[src/rtl/rdsc_pkg.sv]
// Shared types, constants and the digit glyph function of the radix converter.
// No dependencies; imported by the front end, the back end and the top level.
`timescale 1ns / 1ps

package rdsc_pkg;

    localparam int VALUE_BITS_DEF = 31;
    localparam int MAX_DIGITS_DEF = 32;
    localparam int BASE_W         = 8;
    localparam int RADIX_W        = 5;
    localparam int DIGIT_W        = 4;
    localparam int CHAR_W         = 8;
    localparam int QUEUE_DEPTH    = 2;

    localparam logic [BASE_W-1:0] RADIX_MIN = 8'd2;
    localparam logic [BASE_W-1:0] RADIX_MAX = 8'd16;
    localparam logic [CHAR_W-1:0] CHAR_ZERO = 8'h30;
    localparam logic [CHAR_W-1:0] CHAR_A    = 8'h41;
    localparam logic [CHAR_W-1:0] CHAR_NONE = 8'h00;

    typedef enum logic [1:0] {
        KIND_BAD,
        KIND_ZERO,
        KIND_CONV
    } t_kind;

    typedef enum logic [1:0] {
        ST_IDLE,
        ST_DIV,
        ST_FETCH,
        ST_EMIT
    } t_state;

    typedef struct packed {
        logic               valid;
        t_kind              kind;
        logic [RADIX_W-1:0] radix;
    } t_cmd;

    function automatic logic [CHAR_W-1:0] glyph(input logic [DIGIT_W-1:0] d);
        logic [CHAR_W-1:0] d_ext;
        d_ext = {{(CHAR_W-DIGIT_W){1'b0}}, d};
        if (d < 4'd10) begin
            glyph = CHAR_ZERO + d_ext;
        end else begin
            glyph = CHAR_A + d_ext - 8'd10;
        end
    endfunction

endpackage

[src/rtl/rdsc_front.sv]
// Front end: accepts conversion requests, classifies them and queues them.
// Depends on rdsc_pkg.
`timescale 1ns / 1ps

module rdsc_front #(
    parameter int VALUE_BITS = rdsc_pkg::VALUE_BITS_DEF
) (
    input  logic                      i_clk,
    input  logic                      i_rst_n,
    input  logic                      i_start,
    input  logic [VALUE_BITS-1:0]     i_value,
    input  logic [rdsc_pkg::BASE_W-1:0] i_base,
    output logic                      o_busy,
    output rdsc_pkg::t_cmd            o_cmd,
    output logic [VALUE_BITS-1:0]     o_value,
    input  logic                      i_pop
);
    import rdsc_pkg::*;

    localparam int PW = $clog2(QUEUE_DEPTH);
    localparam int CW = $clog2(QUEUE_DEPTH + 1);

    logic [VALUE_BITS-1:0] r_val_q [QUEUE_DEPTH];
    t_kind                 r_kind_q [QUEUE_DEPTH];
    logic [RADIX_W-1:0]    r_radix_q [QUEUE_DEPTH];
    logic [PW-1:0]         r_wr_ptr;
    logic [PW-1:0]         r_rd_ptr;
    logic [CW-1:0]         r_fill;

    logic  w_push;
    logic  w_pop;
    t_kind w_kind;

    always_comb begin
        if (!(i_base inside {[RADIX_MIN:RADIX_MAX]})) begin
            w_kind = KIND_BAD;
        end else if (i_value == '0) begin
            w_kind = KIND_ZERO;
        end else begin
            w_kind = KIND_CONV;
        end
    end

    assign o_busy = (r_fill == CW'(QUEUE_DEPTH));
    assign w_push = i_start && !o_busy;
    assign w_pop  = i_pop && (r_fill != '0);

    always_ff @(posedge i_clk) begin
        if (!i_rst_n) begin
            r_wr_ptr <= '0;
            r_rd_ptr <= '0;
            r_fill   <= '0;
        end else begin
            if (w_push) begin
                r_wr_ptr <= (r_wr_ptr == PW'(QUEUE_DEPTH - 1)) ? '0 : r_wr_ptr + 1'b1;
            end
            if (w_pop) begin
                r_rd_ptr <= (r_rd_ptr == PW'(QUEUE_DEPTH - 1)) ? '0 : r_rd_ptr + 1'b1;
            end
            if (w_push && !w_pop) begin
                r_fill <= r_fill + 1'b1;
            end else if (w_pop && !w_push) begin
                r_fill <= r_fill - 1'b1;
            end
        end
    end

    always_ff @(posedge i_clk) begin
        if (w_push) begin
            r_val_q[r_wr_ptr]   <= i_value;
            r_kind_q[r_wr_ptr]  <= w_kind;
            r_radix_q[r_wr_ptr] <= i_base[RADIX_W-1:0];
        end
    end

    assign o_cmd.valid = (r_fill != '0);
    assign o_cmd.kind  = r_kind_q[r_rd_ptr];
    assign o_cmd.radix = r_radix_q[r_rd_ptr];
    assign o_value     = r_val_q[r_rd_ptr];

endmodule

[src/rtl/rdsc_back.sv]
// Back end: bit-serial divider, digit store and most-significant-first emission.
// Depends on rdsc_pkg.
`timescale 1ns / 1ps

module rdsc_back #(
    parameter int VALUE_BITS = rdsc_pkg::VALUE_BITS_DEF,
    parameter int MAX_DIGITS = rdsc_pkg::MAX_DIGITS_DEF
) (
    input  logic                      i_clk,
    input  logic                      i_rst_n,
    input  rdsc_pkg::t_cmd            i_cmd,
    input  logic [VALUE_BITS-1:0]     i_value,
    output logic                      o_pop,
    output logic                      o_valid,
    output logic [rdsc_pkg::CHAR_W-1:0] o_digit_char,
    output logic                      o_last,
    output logic                      o_error
);
    import rdsc_pkg::*;

    localparam int BW = $clog2(VALUE_BITS);
    localparam int AW = $clog2(MAX_DIGITS);
    localparam int CW = $clog2(MAX_DIGITS + 1);

    logic [DIGIT_W-1:0]    r_mem [MAX_DIGITS];
    logic [DIGIT_W-1:0]    r_rd_data;

    t_state                r_state, n_state;
    logic [RADIX_W-1:0]    r_radix, n_radix;
    logic [VALUE_BITS-1:0] r_quo, n_quo;
    logic [DIGIT_W-1:0]    r_rem, n_rem;
    logic [BW-1:0]         r_bit, n_bit;
    logic [CW-1:0]         r_count, n_count;
    logic [AW-1:0]         r_idx, n_idx;
    logic                  r_valid, n_valid;
    logic [CHAR_W-1:0]     r_char, n_char;
    logic                  r_last, n_last;
    logic                  r_err, n_err;

    logic [RADIX_W-1:0]    w_partial;
    logic                  w_ge;
    logic [RADIX_W-1:0]    w_diff;
    logic [DIGIT_W-1:0]    w_rem_next;
    logic [VALUE_BITS-1:0] w_quo_next;
    logic                  w_wr_en;

    // One restoring step: bring down the next dividend bit, subtract if it fits.
    assign w_partial  = {r_rem, r_quo[VALUE_BITS-1]};
    assign w_ge       = (w_partial >= r_radix);
    assign w_diff     = w_partial - r_radix;
    assign w_rem_next = w_ge ? w_diff[DIGIT_W-1:0] : w_partial[DIGIT_W-1:0];
    assign w_quo_next = {r_quo[VALUE_BITS-2:0], w_ge};

    always_comb begin
        n_state = r_state;
        n_radix = r_radix;
        n_quo   = r_quo;
        n_rem   = r_rem;
        n_bit   = r_bit;
        n_count = r_count;
        n_idx   = r_idx;
        n_valid = 1'b0;
        n_char  = r_char;
        n_last  = r_last;
        n_err   = r_err;
        o_pop   = 1'b0;
        w_wr_en = 1'b0;
        case (r_state)
            ST_IDLE: begin
                if (i_cmd.valid) begin
                    o_pop = 1'b1;
                    case (i_cmd.kind)
                        KIND_BAD: begin
                            n_valid = 1'b1;
                            n_char  = CHAR_NONE;
                            n_last  = 1'b1;
                            n_err   = 1'b1;
                        end
                        KIND_ZERO: begin
                            n_valid = 1'b1;
                            n_char  = CHAR_ZERO;
                            n_last  = 1'b1;
                            n_err   = 1'b0;
                            n_quo   = '0;
                            n_count = '0;
                        end
                        default: begin
                            n_radix = i_cmd.radix;
                            n_quo   = i_value;
                            n_rem   = '0;
                            n_bit   = '0;
                            n_count = '0;
                            n_state = ST_DIV;
                        end
                    endcase
                end
            end
            ST_DIV: begin
                n_quo = w_quo_next;
                n_rem = w_rem_next;
                n_bit = r_bit + 1'b1;
                if (r_bit == BW'(VALUE_BITS - 1)) begin
                    // Division finished: store the remainder as the next digit.
                    w_wr_en = 1'b1;
                    n_count = r_count + 1'b1;
                    n_rem   = '0;
                    n_bit   = '0;
                    if (w_quo_next == '0 || r_count == CW'(MAX_DIGITS - 1)) begin
                        n_idx   = r_count[AW-1:0];
                        n_state = ST_FETCH;
                    end
                end
            end
            ST_FETCH: begin
                n_state = ST_EMIT;
            end
            ST_EMIT: begin
                n_valid = 1'b1;
                n_char  = glyph(r_rd_data);
                n_last  = (r_idx == '0);
                n_err   = 1'b0;
                if (r_idx == '0) begin
                    n_state = ST_IDLE;
                end else begin
                    n_idx   = r_idx - 1'b1;
                    n_state = ST_FETCH;
                end
            end
            default: begin
                n_state = ST_IDLE;
            end
        endcase
    end

    always_ff @(posedge i_clk) begin
        if (!i_rst_n) begin
            r_state <= ST_IDLE;
            r_valid <= 1'b0;
            r_quo   <= '0;
            r_count <= '0;
        end else begin
            r_state <= n_state;
            r_valid <= n_valid;
            r_quo   <= n_quo;
            r_count <= n_count;
        end
    end

    always_ff @(posedge i_clk) begin
        r_radix <= n_radix;
        r_rem   <= n_rem;
        r_bit   <= n_bit;
        r_idx   <= n_idx;
        r_char  <= n_char;
        r_last  <= n_last;
        r_err   <= n_err;
    end

    // Digit store: one write port for the divider, one registered read port.
    always_ff @(posedge i_clk) begin
        if (w_wr_en) begin
            r_mem[r_count[AW-1:0]] <= w_rem_next;
        end
        r_rd_data <= r_mem[r_idx];
    end

    assign o_valid      = r_valid;
    assign o_digit_char = r_char;
    assign o_last       = r_last;
    assign o_error      = r_err;

endmodule

[src/rtl/radix_digit_string_converter.sv]
// Top level of the radix digit string converter.
// Depends on rdsc_pkg, rdsc_front and rdsc_back.
`timescale 1ns / 1ps

// Converts a non-negative value to its digit string in a base from 2 to 16.
// A request transfers at a rising edge with i_start high and o_busy low; a
// two-entry command queue sits behind the port, so up to two requests can be
// taken while an earlier one is still being converted, and o_busy rises only
// when that queue is full. Results leave as one-cycle strobes on o_valid and
// must be taken when shown, since there is no way to hold them off. Each
// digit is an ASCII character '0'-'9' or 'A'-'F', most significant first, and
// o_last marks the final one. A zero value gives the single character '0'.
// A base of 0, 1 or above 16 gives one result with o_error and o_last set and
// a zero character. The back end runs the shared bit-serial divider once for
// each digit; it retires one quotient bit per cycle and stores the remainder
// as the digit. Once all digits are stored, each is read from the digit
// store and emitted, most significant first. The default value width is 31
// bits. Zero and bad-base requests are answered from the idle state without
// the divider. If a value needs more than MAX_DIGITS digits only the least
// significant MAX_DIGITS are emitted.
module radix_digit_string_converter #(
    parameter int VALUE_BITS = rdsc_pkg::VALUE_BITS_DEF,
    parameter int MAX_DIGITS = rdsc_pkg::MAX_DIGITS_DEF
) (
    input  logic                        i_clk,
    input  logic                        i_rst_n,
    input  logic                        i_start,
    output logic                        o_busy,
    input  logic [VALUE_BITS-1:0]       i_value,
    input  logic [rdsc_pkg::BASE_W-1:0] i_base,
    output logic                        o_valid,
    output logic [rdsc_pkg::CHAR_W-1:0] o_digit_char,
    output logic                        o_last,
    output logic                        o_error
);
    import rdsc_pkg::*;

    // Command handed from the queue head to the back end.
    t_cmd                  w_cmd;
    logic [VALUE_BITS-1:0] w_value;
    logic                  w_pop;

    // The front end classifies each request as bad base, zero or a real
    // conversion, so the back end never has to look at the raw base field.
    rdsc_front #(
        .VALUE_BITS (VALUE_BITS)
    ) u_front (
        .i_clk   (i_clk),
        .i_rst_n (i_rst_n),
        .i_start (i_start),
        .i_value (i_value),
        .i_base  (i_base),
        .o_busy  (o_busy),
        .o_cmd   (w_cmd),
        .o_value (w_value),
        .i_pop   (w_pop)
    );

    // The back end pops one command at a time and runs it to completion.
    rdsc_back #(
        .VALUE_BITS (VALUE_BITS),
        .MAX_DIGITS (MAX_DIGITS)
    ) u_back (
        .i_clk        (i_clk),
        .i_rst_n      (i_rst_n),
        .i_cmd        (w_cmd),
        .i_value      (w_value),
        .o_pop        (w_pop),
        .o_valid      (o_valid),
        .o_digit_char (o_digit_char),
        .o_last       (o_last),
        .o_error      (o_error)
    );

endmodule

[config.mk]
export PLATFORM = sky130hd
export DESIGN_NAME = radix_digit_string_converter
export DESIGN_NICKNAME = d
export VERILOG_FILES = /design/src/rtl/rdsc_pkg.sv /design/src/rtl/rdsc_front.sv /design/src/rtl/rdsc_back.sv /design/src/rtl/radix_digit_string_converter.sv
export SDC_FILE = /design/constraint.sdc
export NUM_CORES = 1
export LEC_CHECK = 0
export BUFFER_PORTS_ARGS = -buffer_cell sky130_fd_sc_hd__buf_2
export CORE_MARGIN = 4
export CORE_UTILIZATION = 45
export CTS_CLUSTER_SIZE = 24
export DETAILED_ROUTE_END_ITERATION = 7
export PLACE_DENSITY_LB_ADDON = 0.25
export SYNTH_ARGS = -nofsm -noshare
export SYNTH_HDL_FRONTEND = slang
export SYNTH_SLANG_ARGS = --single-unit
[constraint.sdc]
create_clock -name i_clk -period 5.6 [get_ports i_clk]
set_input_delay 0 -clock i_clk [delete_from_list [all_inputs] [get_ports i_clk]]
set_output_delay 0 -clock i_clk [all_outputs]
set_load 0.02 [all_outputs]
==> out/qor.csv, run 1 <==
stage,metric,value,unit
run_status,status,finished clean,
floorplanning,Chip Width,169,um
floorplanning,row cnt,58,
hold_path,Hold Startpoint,i_rst_n,
power_and_ir_drop,Pwr Total,6.54,mW
hold_path,Hold EP,u_front.r_wr_ptr$_SDFFE_PN0P_,
logic_synthesis,largest family of logic cells by synthesized area,multiplexers,
cts,CTS tree,yes,
logic_synthesis,post-synth top area share,60.1,%
floorplanning,DIE HEIGHT,169,um
power_and_ir_drop,leakage power,4.74,nW
worst_setup_path,CP endpoint kind,register,
logic_synthesis,Synth Net Count,805,
worst_setup_path,Worst Setup Start Kind,register,
logic_synthesis,asr flop ratio synth,0,%
global_routing,first-pass GRT wire length,36900,um
cts,postcts setup bufs,0,
logic_synthesis,post-synthesis cell area,11600,um^2
cts,root buffer cell,clkbuf_16,
route,DRT Pass-1 Iters,7,
worst_setup_path,worst r2r path cells,7,
sta,Final setup viols,0,
route,mean routed wirelength per cell,19.6,um
logic_synthesis,warnings from Yosys,0,
worst_setup_path,Critical Path RT,6.02,ns
route,via/cell ratio,5.54,
logic_synthesis,syn_area_per_cell,15.6,um^2
hold_path,Worst Hold Class,in2reg,
logic_synthesis,ys flop type,edfxtp_1,
finish,layout cells sized above 1,18.2,%
sta,clock skew,0.0141,ns
logic_synthesis,Synth area leaders,"edfxtp_1 60%, dfxtp_1 8.5%, mux4_2 7.8%, mux2i_1 2.8%, o211a_1 2.5%",
worst_setup_path,reg-to-reg startpoint,u_back.r_state[1]$_SDFFE_PN0P_,
logic_synthesis,post-synthesis compound-gate area fraction,7.01,%
sta,Hold WS,0.0890,ns
route,antenna-violating nets left,0,
sta,RSZ-0062 raised after global routing,no,
logic_synthesis,Post-Syn Instances,744,
sta,Final period util,61.7,%
logic_synthesis,adder-cell share of the synthesized area,2.12,%
cts,Clock transition at path regs,0.06,ns
cts,CTS Buf Count,29,
sta,relative slew slack,20.9,%
logic_synthesis,post-synthesis mux area share,11.8,%
route,Post-route DRC,0,
route,total wire length,23100,um
sta,Fmax achieved,289,MHz
logic_synthesis,number of synthesized flops with an enable pin,232,
cts,worst skew pair latency,0.53,ns
cts,post-CTS sizing,0,
global_routing,vias in the first global route,6809,
place,# port buffers,52,
place,GPL Wtd Cong,0.838,
finish,Area Growth Syn to Fin,15.5,%
sta,Final Hold Viols,0,
sta,Setup TNS,0,ns
logic_synthesis,"Seq/Total Area, Yosys",68.5,%
hold_path,Hold Crit Depth,2,
global_routing,final global-route overflow total,0,
finish,diode count,0,
run,MaxCap Viol Count,0,
cts,clock buffer depth,3,
worst_setup_path,Crit Path Max Fanout,63,
place,DP HPWL,15000,um
floorplanning,Starting Density,45.9,%
worst_setup_path,r2r setup slk,2.14,ns
worst_setup_path,WS Path Type,reg2reg,
logic_synthesis,register bit total from synthesis,281,
logic_synthesis,leading area contributor after synthesis,edfxtp_1,
cts,Sink Count,281,
power_and_ir_drop,power per cell area,489,nW/um^2
finish,Sequential Area,7950,um^2
logic_synthesis,Cell variety after synth,50,
route,DRT iter0 DRCs,513,
sta,crit path time final,3.46,ns
sta,worst-margin pin slew,1.19,ns
global_routing,initial antenna violation count,0,
worst_setup_path,Crit path arrival time,3.87,ns
global_routing,GRT Overall Usage,16.2,%
cts,Clock H-tree levels,1,
route,via count,6533,
power_and_ir_drop,VDD IR max,0.241,mV
worst_setup_path,R2R Path End,u_back.r_quo[2]$_SDFFE_PN0P_,
logic_synthesis,Post-Synth XOR/XNOR Area,0.982,%
global_routing,largest net degree at the start of global routing,64,
floorplanning,core area,25300,um^2
finish,multi-input logic area,3400,um^2
finish,filler cell count,2017,
logic_synthesis,post-synthesis simple-gate area fraction,7.21,%
cts,Hold Buf Count CTS,39,
sta,final max-slew violation count,0,
floorplanning,die area,28400,um^2
finish,final net count,889,
floorplanning,io pins,54,
## area by class of cell
class / count / area share [%]
Sequential cell: 281 / 59.4
Multi-Input combinational cell: 402 / 25.4
Clock buffer: 43 / 6.04
Timing Repair Buffer: 93 / 4.97
Tap cell: 330 / 3.08
Inverter: 21 / 0.589
Clock inverter: 10 / 0.551
## how the worst max path moves through the flow
stage | from | end | slack [ns]
after floorplan | u_back.r_rem[1]$_SDFFCE_PP0P_ | u_back.r_mem[0][0]$_DFFE_PP_ | 2.73
after global placement | u_back.r_state[1]$_SDFFE_PN0P_ | u_back.r_quo[30]$_SDFFE_PN0P_ | 2.43
after detailed placement | u_back.r_state[0]$_SDFFE_PN0P_ | u_back.r_quo[2]$_SDFFE_PN0P_ | 2.25
after CTS | u_back.r_state[1]$_SDFFE_PN0P_ | u_back.r_quo[2]$_SDFFE_PN0P_ | 2.21
after global routing | u_back.r_state[1]$_SDFFE_PN0P_ | u_back.r_quo[22]$_SDFFE_PN0P_ | 1.82
final | u_back.r_state[1]$_SDFFE_PN0P_ | u_back.r_quo[2]$_SDFFE_PN0P_ | 2.14
## layout by cell type (no fill, tap or decap), types with 2 or more instances in the layout
| cell type | Yosys | routed |
|---|---|---|
| a21boi_0 | 4 | 4 |
| a21oi_1 | 12 | 12 |
| a31oi_1 | 3 | 3 |
| and2_1 | 12 | 12 |
| and3_1 | 5 | 4 |
| buf_2 | 8 | 52 |
| buf_4 | 2 | 2 |
| clkbuf_1 | 26 | 11 |
| clkbuf_16 | 0 | 29 |
| clkbuf_8 | 0 | 3 |
| clkinv_1 | 0 | 3 |
| clkinv_2 | 0 | 5 |
| dfxtp_1 | 49 | 48 |
| dlygate4sd3_1 | 0 | 39 |
| edfxtp_1 | 232 | 232 |
| ha_1 | 18 | 18 |
| inv_1 | 21 | 21 |
| mux2_2 | 12 | 12 |
| mux2i_1 | 33 | 32 |
| mux4_2 | 40 | 40 |
| nand2_1 | 49 | 49 |
| nand2b_1 | 6 | 6 |
| nand3_1 | 5 | 5 |
| nand3b_1 | 3 | 3 |
| nand4_1 | 5 | 5 |
| nor2_1 | 62 | 61 |
| nor3_1 | 5 | 5 |
| nor4_1 | 14 | 14 |
| o211a_1 | 29 | 29 |
| o211ai_1 | 32 | 32 |
| o21ai_0 | 12 | 12 |
| o22ai_1 | 2 | 2 |
| or2_2 | 3 | 3 |
| or3_1 | 5 | 5 |
| or3b_2 | 2 | 2 |
| xnor2_1 | 7 | 7 |
| xor2_1 | 6 | 6 |
## metrics by stage
step | instance area [um^2] | setup slack, ns | std cells | utilization (%)
after floorplan | 11600 | 2.73 | 744 | -
after global placement | 12100 | 2.43 | 1088 | 48.0
after detailed placement | 12100 | 2.25 | 1088 | 48.0
after CTS | 13400 | 2.21 | 1180 | 53.0
after global routing | 13400 | 1.82 | 1180 | 53.0
final | 13400 | 2.14 | 1180 | 53.0
## report_power, final
part	internal (mW)	switching, mW	total [mW]
Combinational	0.593	1.03	1.62
Clock	1.04	0.743	1.78
Sequential	2.90	0.234	3.14
Total	4.53	2.01	6.54
## sequential cells by signal, indices dropped and copies added (netlist names), 5 cells and up, named ones only
| signal | count |
|---|---|
| u_back.o_digit_char | 7 |
| u_back.r_bit | 5 |
| u_back.r_count | 6 |
| u_back.r_idx | 5 |
| u_back.r_mem | 128 |
| u_back.r_quo | 31 |
| u_back.r_radix | 5 |
| u_front.r_radix_q | 10 |
| u_front.r_val_q | 62 |
## worst max-delay path, stage by stage, from the launching register on
cell and delay, ns:
dfxtp_1 0.36, inv_1 0.10, ha_1 0.95, inv_1 0.33
nor2_1 0.29, or2_2 0.87, o211ai_1 0.22, o211a_1 0.20
## kinds of logic after synthesis
logic type | after synthesis
xor gates and xnor gates | 13
muxes | 85
adders and majority gates | 19
other | 1
and+or+nand+nor | 178
AOI/OAI and AO/OA | 106
DFF | 281
buffers and inverters | 61
## Yosys cell counts, types with 2 or more instances
cell and number:
edfxtp_1 232, nor2_1 62, dfxtp_1 49, nand2_1 49, mux4_2 40, mux2i_1 33, o211ai_1 32, o211a_1 29
clkbuf_1 26, inv_1 21, ha_1 18, nor4_1 14, a21oi_1 12, and2_1 12, mux2_2 12, o21ai_0 12
buf_2 8, xnor2_1 7, nand2b_1 6, xor2_1 6, and3_1 5, nand3_1 5, nand4_1 5, nor3_1 5
or3_1 5, a21boi_0 4, a31oi_1 3, buf_6 3, nand3b_1 3, or2_2 3, buf_4 2, o22ai_1 2
or3b_2 2
## metal layers
metal  track usage, %  share of wire [%]
met4             3.78                2.1
met1             21.5                 43
met2             28.6                 52
met5                0                  0
met3             2.29                3.6
(Power assumes the default switching activity.)
==> run 2, diff against run 1 <==
- clock period: 5.6 -> 3.3 ns (I/O delays scaled with it)
==> run 2 against run 1 <==
Net effect:
- count of clock-buffer cells in the layout shrank 6
- non-clock buffer count grew 7
- via count is essentially flat
- critical endpoint is now u_back.r_rem[3]$_SDFFCE_PP0P_
==> out/qor.csv, run 2 (synthesized netlist as in run 1, its figures left out) <==
stage,metric,value,unit,change
global_routing,final global-route overflow total,0,,unchanged
power_and_ir_drop,power per cell area,839,nW/um^2,+72%
floorplanning,die area,28400,um^2,unchanged
worst_setup_path,CP cell instances,ha_1 > and2_1 > a41o_1 > nor2_1 > mux2_2 > and2_1,,
worst_setup_path,Critical Path RT,3.59,ns,-2.43 ns
hold_path,Worst Hold Class,in2reg,,
sta,relative slew slack,27.9,%,+7.0 points
power_and_ir_drop,share of power burned in registers,46.4,%,-1.6 points
place,Placement Setup Slack,0.561,ns,-1.69 ns
finish,layout cells sized above 1,18.9,%,+0.67 points
cts,CTS Buf Count,29,,unchanged
power_and_ir_drop,clock network power share,28.3,%,+1.1 points
worst_setup_path,CP peak stage delay,0.64,ns,-0.31 ns
sta,Fmax achieved,357,MHz,+23%
sta,Final period util,84.9,%,+23 points
floorplanning,Starting Density,45.9,%,unchanged
finish,Area Growth Syn to Fin,16.6,%,
sta,Final setup viols,0,,unchanged
worst_setup_path,CP max stage cell,mux2_2,,
place,DP HPWL,15000,um,about the same
power_and_ir_drop,leakage power,4.81,nW,+1.5%
power_and_ir_drop,P_sw,3.41,mW,+70%
finish,final net count,896,,+0.79%
power_and_ir_drop,logic gate share of total power,25.2,%,+0.4 points
route,mean routed wirelength per cell,19.6,um,about the same
route,total wire length,23300,um,+0.57%
finish,filler cell count,2006,,-0.55%
power_and_ir_drop,switching part of the total,30.1,%,-0.61 points
place,# port buffers,52,,unchanged
sta,clock skew,0.0129,ns,-0.00123 ns
finish,"commonest non-fill, non-tap cells in the layout","232 x edfxtp_1, 61 x nor2_1, 52 x buf_2",,
finish,max FFs per register,128,,unchanged
power_and_ir_drop,Pwr Total,11.3,mW,+73%
sta,Final Hold Viols,0,,unchanged
route,antenna-violating nets left,0,,unchanged
run_status,status,finished clean,,
worst_setup_path,CP endpoint kind,register,,
worst_setup_path,Crit path max-delay family,simple AND/OR/NAND/NOR gates,,
cts,Clock H-tree levels,1,,unchanged
floorplanning,Chip Width,169,um,unchanged
cts,worst skew pair latency,0.53,ns,about the same
sta,RSZ-0062 raised after global routing,no,,
global_routing,vias in the first global route,6868,,+0.87%
route,DRT iter0 DRCs,429,,-16%
sta,Setup TNS,0,ns,unchanged
worst_setup_path,Bufs and invs on worst path,0,,-2
route,via count,6528,,-0.077%
cts,Clock transition at path regs,0.06,ns,about the same
worst_setup_path,WS Path Type,reg2reg,,
floorplanning,io pins,54,,unchanged
global_routing,initial antenna violation count,0,,unchanged
sta,crit path time final,2.80,ns,-0.652 ns
finish,Util after Layout,53.5,%,+0.51 points
worst_setup_path,Crit path arrival time,3.09,ns,-0.78 ns
cts,Sink Count,281,,unchanged
route,Post-route DRC,0,,unchanged
cts,clock buffer depth,3,,unchanged
floorplanning,row cnt,58,,unchanged
floorplanning,DIE HEIGHT,169,um,unchanged
global_routing,first-pass GRT wire length,37200,um,+0.69%
cts,root buffer cell,clkbuf_16,,
sta,final max-slew violation count,0,,unchanged
route,DRT Pass-1 Iters,5,,-2
floorplanning,core area,25300,um^2,unchanged
sta,Final WS setup,0.497,ns,-1.65 ns
place,GPL Wtd Cong,0.803,,-4.1%
route,via/cell ratio,5.50,,-0.67%
worst_setup_path,most frequent CP cell,and2_1,,
cts,CTS tree,yes,,
sta,worst-margin pin slew,1.08,ns,-0.104 ns
power_and_ir_drop,Int Power,7.93,mW,+75%
run,MaxCap Viol Count,0,,unchanged
finish,"most common cell after layout, fill and taps aside",edfxtp_1,,
worst_setup_path,Worst Setup Start Kind,register,,
finish,diode count,0,,unchanged
power_and_ir_drop,VDD IR max,0.531,mV,+120%
global_routing,GRT Overall Usage,16.4,%,+0.21 points
global_routing,largest net degree at the start of global routing,61,,-4.7%
worst_setup_path,Crit Path Max Fanout,33,,-48%
## run 2: changes by cell type in the layout (fill, tap and decap cells not counted), moves of 2 or more
cell	previous run	this run
clkbuf_1	11	7
bufinv_16	1	4
buf_12	0	2
clkbuf_8	3	1
clkinv_1	3	7
buf_4	2	7
## run 2: final timing paths
kind                                                startpoint                              to  slack (ns)  cells after the start
worst max-delay path             u_back.r_rem[1]$_SDFFCE_PP0P_   u_back.r_rem[3]$_SDFFCE_PP0P_        0.50                      6
worst min-delay path                                   i_rst_n   u_front.r_wr_ptr$_SDFFE_PN0P_        0.08                      2
worst max register to register   u_back.r_rem[1]$_SDFFCE_PP0P_   u_back.r_rem[3]$_SDFFCE_PP0P_        0.50                      6
worst min register to register  u_back.r_count[5]$_SDFFE_PN0P_  u_back.r_count[5]$_SDFFE_PN0P_        0.51                      2
## run 2: per-layer routing
metal | vias to the layer above | track usage (%) | wire length, um
li1 | 3057 | - | -
met1 | 3286 | 21.0 | 9690
met2 | 150 | 29.4 | 12200
met3 | 35 | 2.34 | 835
met4 | 0 | 4.66 | 536
met5 | - | 0 | 0
## run 2: power groups by stage
stage | registers (mW) | logic (mW) | clock network, mW
after floorplan | 5.27 | 1.98 | 0
after global placement | 5.30 | 2.70 | 0
after detailed placement | 5.33 | 2.87 | 0
after CTS | 5.26 | 2.92 | 3.28
after global routing | 5.32 | 3.21 | 3.44
final | 5.26 | 2.86 | 3.21
## run 2: through the flow
stage / cells / cell area (um^2) / hold WS (ns)
floorplan: 744 / 11600 / 0.0989
global placement: 1095 / 12200 / 0.201
detailed placement: 1095 / 12200 / 0.208
CTS: 1187 / 13500 / 0.0560
global route: 1187 / 13500 / 0.0961
finish: 1187 / 13500 / 0.0755
## run 2: layout make-up
| type | count | area [um^2] | area share [%] |
|---|---|---|---|
| multi-input cells | 402 | 3390 | 25.1 |
| flip-flops and latches | 281 | 7950 | 58.8 |
| clock buffers | 37 | 766 | 5.67 |
| well taps | 330 | 413 | 3.05 |
| inverters | 21 | 78.8 | 0.583 |
| clock inverters | 16 | 175 | 1.30 |
| repair buffers | 100 | 743 | 5.50 |
## run 2: repair_timing
| item | CTS | global route |
|---|---|---|
| endpoints found under the hold margin | 77 | 0 |
| setup buffers | 0 | 0 |
| gates resized for setup | 0 | 0 |
| hold buffers | 39 | 0 |
==> run 3, diff against run 2 <==
- clock period: 3.3 -> 2.4 ns (I/O delays scaled with it)
==> run 3 against run 2 <==
Net effect:
- setup slack lost 0.42 ns
- first-iteration DRC count increased by 49%
- wire length down 2.2%
- global-route usage shrank 0.084 points
- critical path type unchanged
- largest power group unchanged
==> out/qor.csv, run 3 (synthesized netlist as in run 1, its figures left out) <==
stage,metric,value,unit,change
run_status,status,finished clean,,
worst_setup_path,CP Depth,6,,unchanged
place,GPL Wtd Cong,0.871,,+8.5%
sta,Final WS setup,0.0773,ns,-0.420 ns
route,via count,6587,,+0.90%
route,total wire length,22800,um,-2.2%
worst_setup_path,crit path from,u_back.r_rem[1]$_SDFFCE_PP0P_,,
cts,root buffer cell,clkbuf_16,,
sta,Final Hold Viols,0,,unchanged
floorplanning,die area,28400,um^2,unchanged
power_and_ir_drop,VDD IR max,0.533,mV,+0.38%
worst_setup_path,CP cell instances,ha_1 > and2_1 > a41o_1 > nor2_2 > mux2_2 > buf_12,,
place,# port buffers,52,,unchanged
sta,crit path time final,2.32,ns,-0.480 ns
global_routing,GRT Overall Usage,16.4,%,-0.084 points
power_and_ir_drop,Pwr Total,16.0,mW,+41%
route,antenna-violating nets left,0,,unchanged
worst_setup_path,CP endpoint kind,register,,
sta,Setup TNS,0,ns,unchanged
worst_setup_path,Bufs and invs on worst path,1,,+1
global_routing,initial antenna violation count,0,,unchanged
worst_setup_path,CP max stage cell,mux2_2,,
floorplanning,DIE HEIGHT,169,um,unchanged
cts,Sink Count,281,,unchanged
worst_setup_path,Worst setup endpoint,u_back.r_mem[25][2]$_DFFE_PP_,,
finish,Util after Layout,54.6,%,+1.1 points
sta,final max-slew violation count,0,,unchanged
finish,final net count,917,,+2.3%
worst_setup_path,Crit path arrival time,2.59,ns,-0.50 ns
cts,CTS tree,yes,,
worst_setup_path,reg-to-reg startpoint,u_back.r_rem[1]$_SDFFCE_PP0P_,,
finish,Sequential Area,7950,um^2,unchanged
worst_setup_path,Worst Setup Start Kind,register,,
place,DP HPWL,15200,um,+1.7%
floorplanning,Chip Width,169,um,unchanged
power_and_ir_drop,leakage power,4.95,nW,+3.0%
place,Placed Cells,1116,,+1.9%
finish,multi-input logic area,3420,um^2,+0.81%
global_routing,largest net degree at the start of global routing,64,,+4.9%
worst_setup_path,r2r setup slk,0.08,ns,-0.42 ns
floorplanning,io pins,54,,unchanged
worst_setup_path,worst r2r path cells,6,,unchanged
cts,worst skew pair latency,0.55,ns,+0.02 ns
route,mean routed wirelength per cell,18.8,um,-4.0%
finish,max FFs per register,128,,unchanged
place,Placement Setup Slack,0.0568,ns,-0.505 ns
run,MaxCap Viol Count,0,,unchanged
worst_setup_path,CP peak stage delay,0.40,ns,-0.24 ns
finish,Area Growth Syn to Fin,18.9,%,
floorplanning,Starting Density,45.9,%,unchanged
worst_setup_path,Crit Path Max Fanout,32,,-3.0%
finish,Post-Layout Cell Count,1209,,+1.9%
hold_path,Worst Hold Class,in2reg,,
route,Post-route DRC,0,,unchanged
global_routing,final global-route overflow total,0,,unchanged
sta,clock skew,0.0256,ns,+0.0126 ns
worst_setup_path,WS Path Type,reg2reg,,
worst_setup_path,Critical Path RT,2.67,ns,-0.92 ns
route,DRT Pass-1 Iters,5,,unchanged
cts,Clock transition at path regs,0.07,ns,about the same
worst_setup_path,R2R Path End,u_back.r_mem[25][2]$_DFFE_PP_,,
route,DRT iter0 DRCs,641,,+49%
cts,CTS Buf Count,29,,unchanged
floorplanning,row cnt,58,,unchanged
finish,"commonest non-fill, non-tap cells in the layout","232 x edfxtp_1, 57 x nor2_1, 52 x buf_2",,
power_and_ir_drop,power per cell area,1160,nW/um^2,+38%
sta,Final setup viols,0,,unchanged
global_routing,vias in the first global route,6891,,+0.33%
sta,relative slew slack,50.4,%,+23 points
cts,clock buffer depth,3,,unchanged
worst_setup_path,Crit path max-delay family,simple AND/OR/NAND/NOR gates,,
finish,"most common cell after layout, fill and taps aside",edfxtp_1,,
finish,filler cell count,2017,,+0.55%
sta,RSZ-0062 raised after global routing,no,,
sta,worst-margin pin slew,0.744,ns,-0.338 ns
sta,Fmax achieved,431,MHz,+21%
hold_path,Hold Crit Depth,2,,unchanged
sta,Final period util,96.8,%,+12 points
global_routing,first-pass GRT wire length,37400,um,+0.67%
finish,diode count,0,,unchanged
route,via/cell ratio,5.45,,-0.93%
cts,Clock H-tree levels,1,,unchanged
finish,layout cells sized above 1,22.4,%,+3.5 points
floorplanning,core area,25300,um^2,unchanged
run 3: cell types whose count changed in the layout (fill, tap and decap cells not counted), moves of 4 or more:
cell      delta
nor2_1       -4
buf_4       +16
buf_12       +5
clkbuf_1     -5
nor2_2       +4
run 3: final cells by class:
cell class / count / area share [%]
tap: 330 / 2.99
clock buffer: 31 / 5.32
clock inverter: 23 / 1.69
sequential: 281 / 57.6
multi-input combinational: 402 / 24.8
inverter: 21 / 0.572
timing repair buffer: 121 / 6.99
run 3: how the worst min path moves through the flow:
stage                startpoint                           endpoint  slack, ns
floorplan             i_base[0]  u_front.r_radix_q[0][0]$_DFFE_PP_        0.1
global placement      i_base[0]  u_front.r_radix_q[0][0]$_DFFE_PP_       0.20
detailed placement  i_value[16]   u_front.r_val_q[1][16]$_DFFE_PP_       0.21
CTS                     i_rst_n      u_front.r_wr_ptr$_SDFFE_PN0P_       0.06
global route            i_rst_n     u_back.r_state[0]$_SDFFE_PN0P_       0.08
finish                  i_rst_n      u_front.r_wr_ptr$_SDFFE_PN0P_       0.06
run 3: metrics by stage:
step / hold slack, ns / area [um^2]
after floorplan: 0.0989 / 11600
after global placement: 0.200 / 12400
after detailed placement: 0.208 / 12400
after CTS: 0.0592 / 13800
after global routing: 0.0848 / 13800
final: 0.0617 / 13800
run 3: repair_timing:
item	CTS	global route
gates resized for setup	0	6
setup buffers	0	0
hold endpoints to repair	77	0
hold buffers	39	0
endpoints found under the setup margin	0	141
run 3: power breakdown:
| part | total (mW) | leakage (nW) | internal, mW | switching, mW |
|---|---|---|---|---|
| combinational | 4.32 | 1.95 | 1.81 | 2.51 |
| clock | 4.50 | 0.474 | 2.65 | 1.84 |
| sequential | 7.19 | 2.53 | 6.74 | 0.444 |
run 3: layer usage:
metal | wire length (um) | vias up | track usage (%) | share of wire (%)
met2 | 11700 | 170 | 28.4 | 52
met4 | 499 | 0 | 3.85 | 2.2
li1 | - | 3110 | - | -
met3 | 980 | 39 | 2.59 | 4.3
met5 | 0 | - | 0 | 0
met1 | 9550 | 3268 | 21.8 | 42
run 3: worst register-to-register path, delay by kind of cell (launching register included):
family	cells	cell delay [ns]
and+or+nand+nor	2	0.41
muxes	1	0.40
DFF	1	0.39
adders and majority gates	1	0.37
AOI/OAI and AO/OA	1	0.28
buffers and inverters	1	0.17
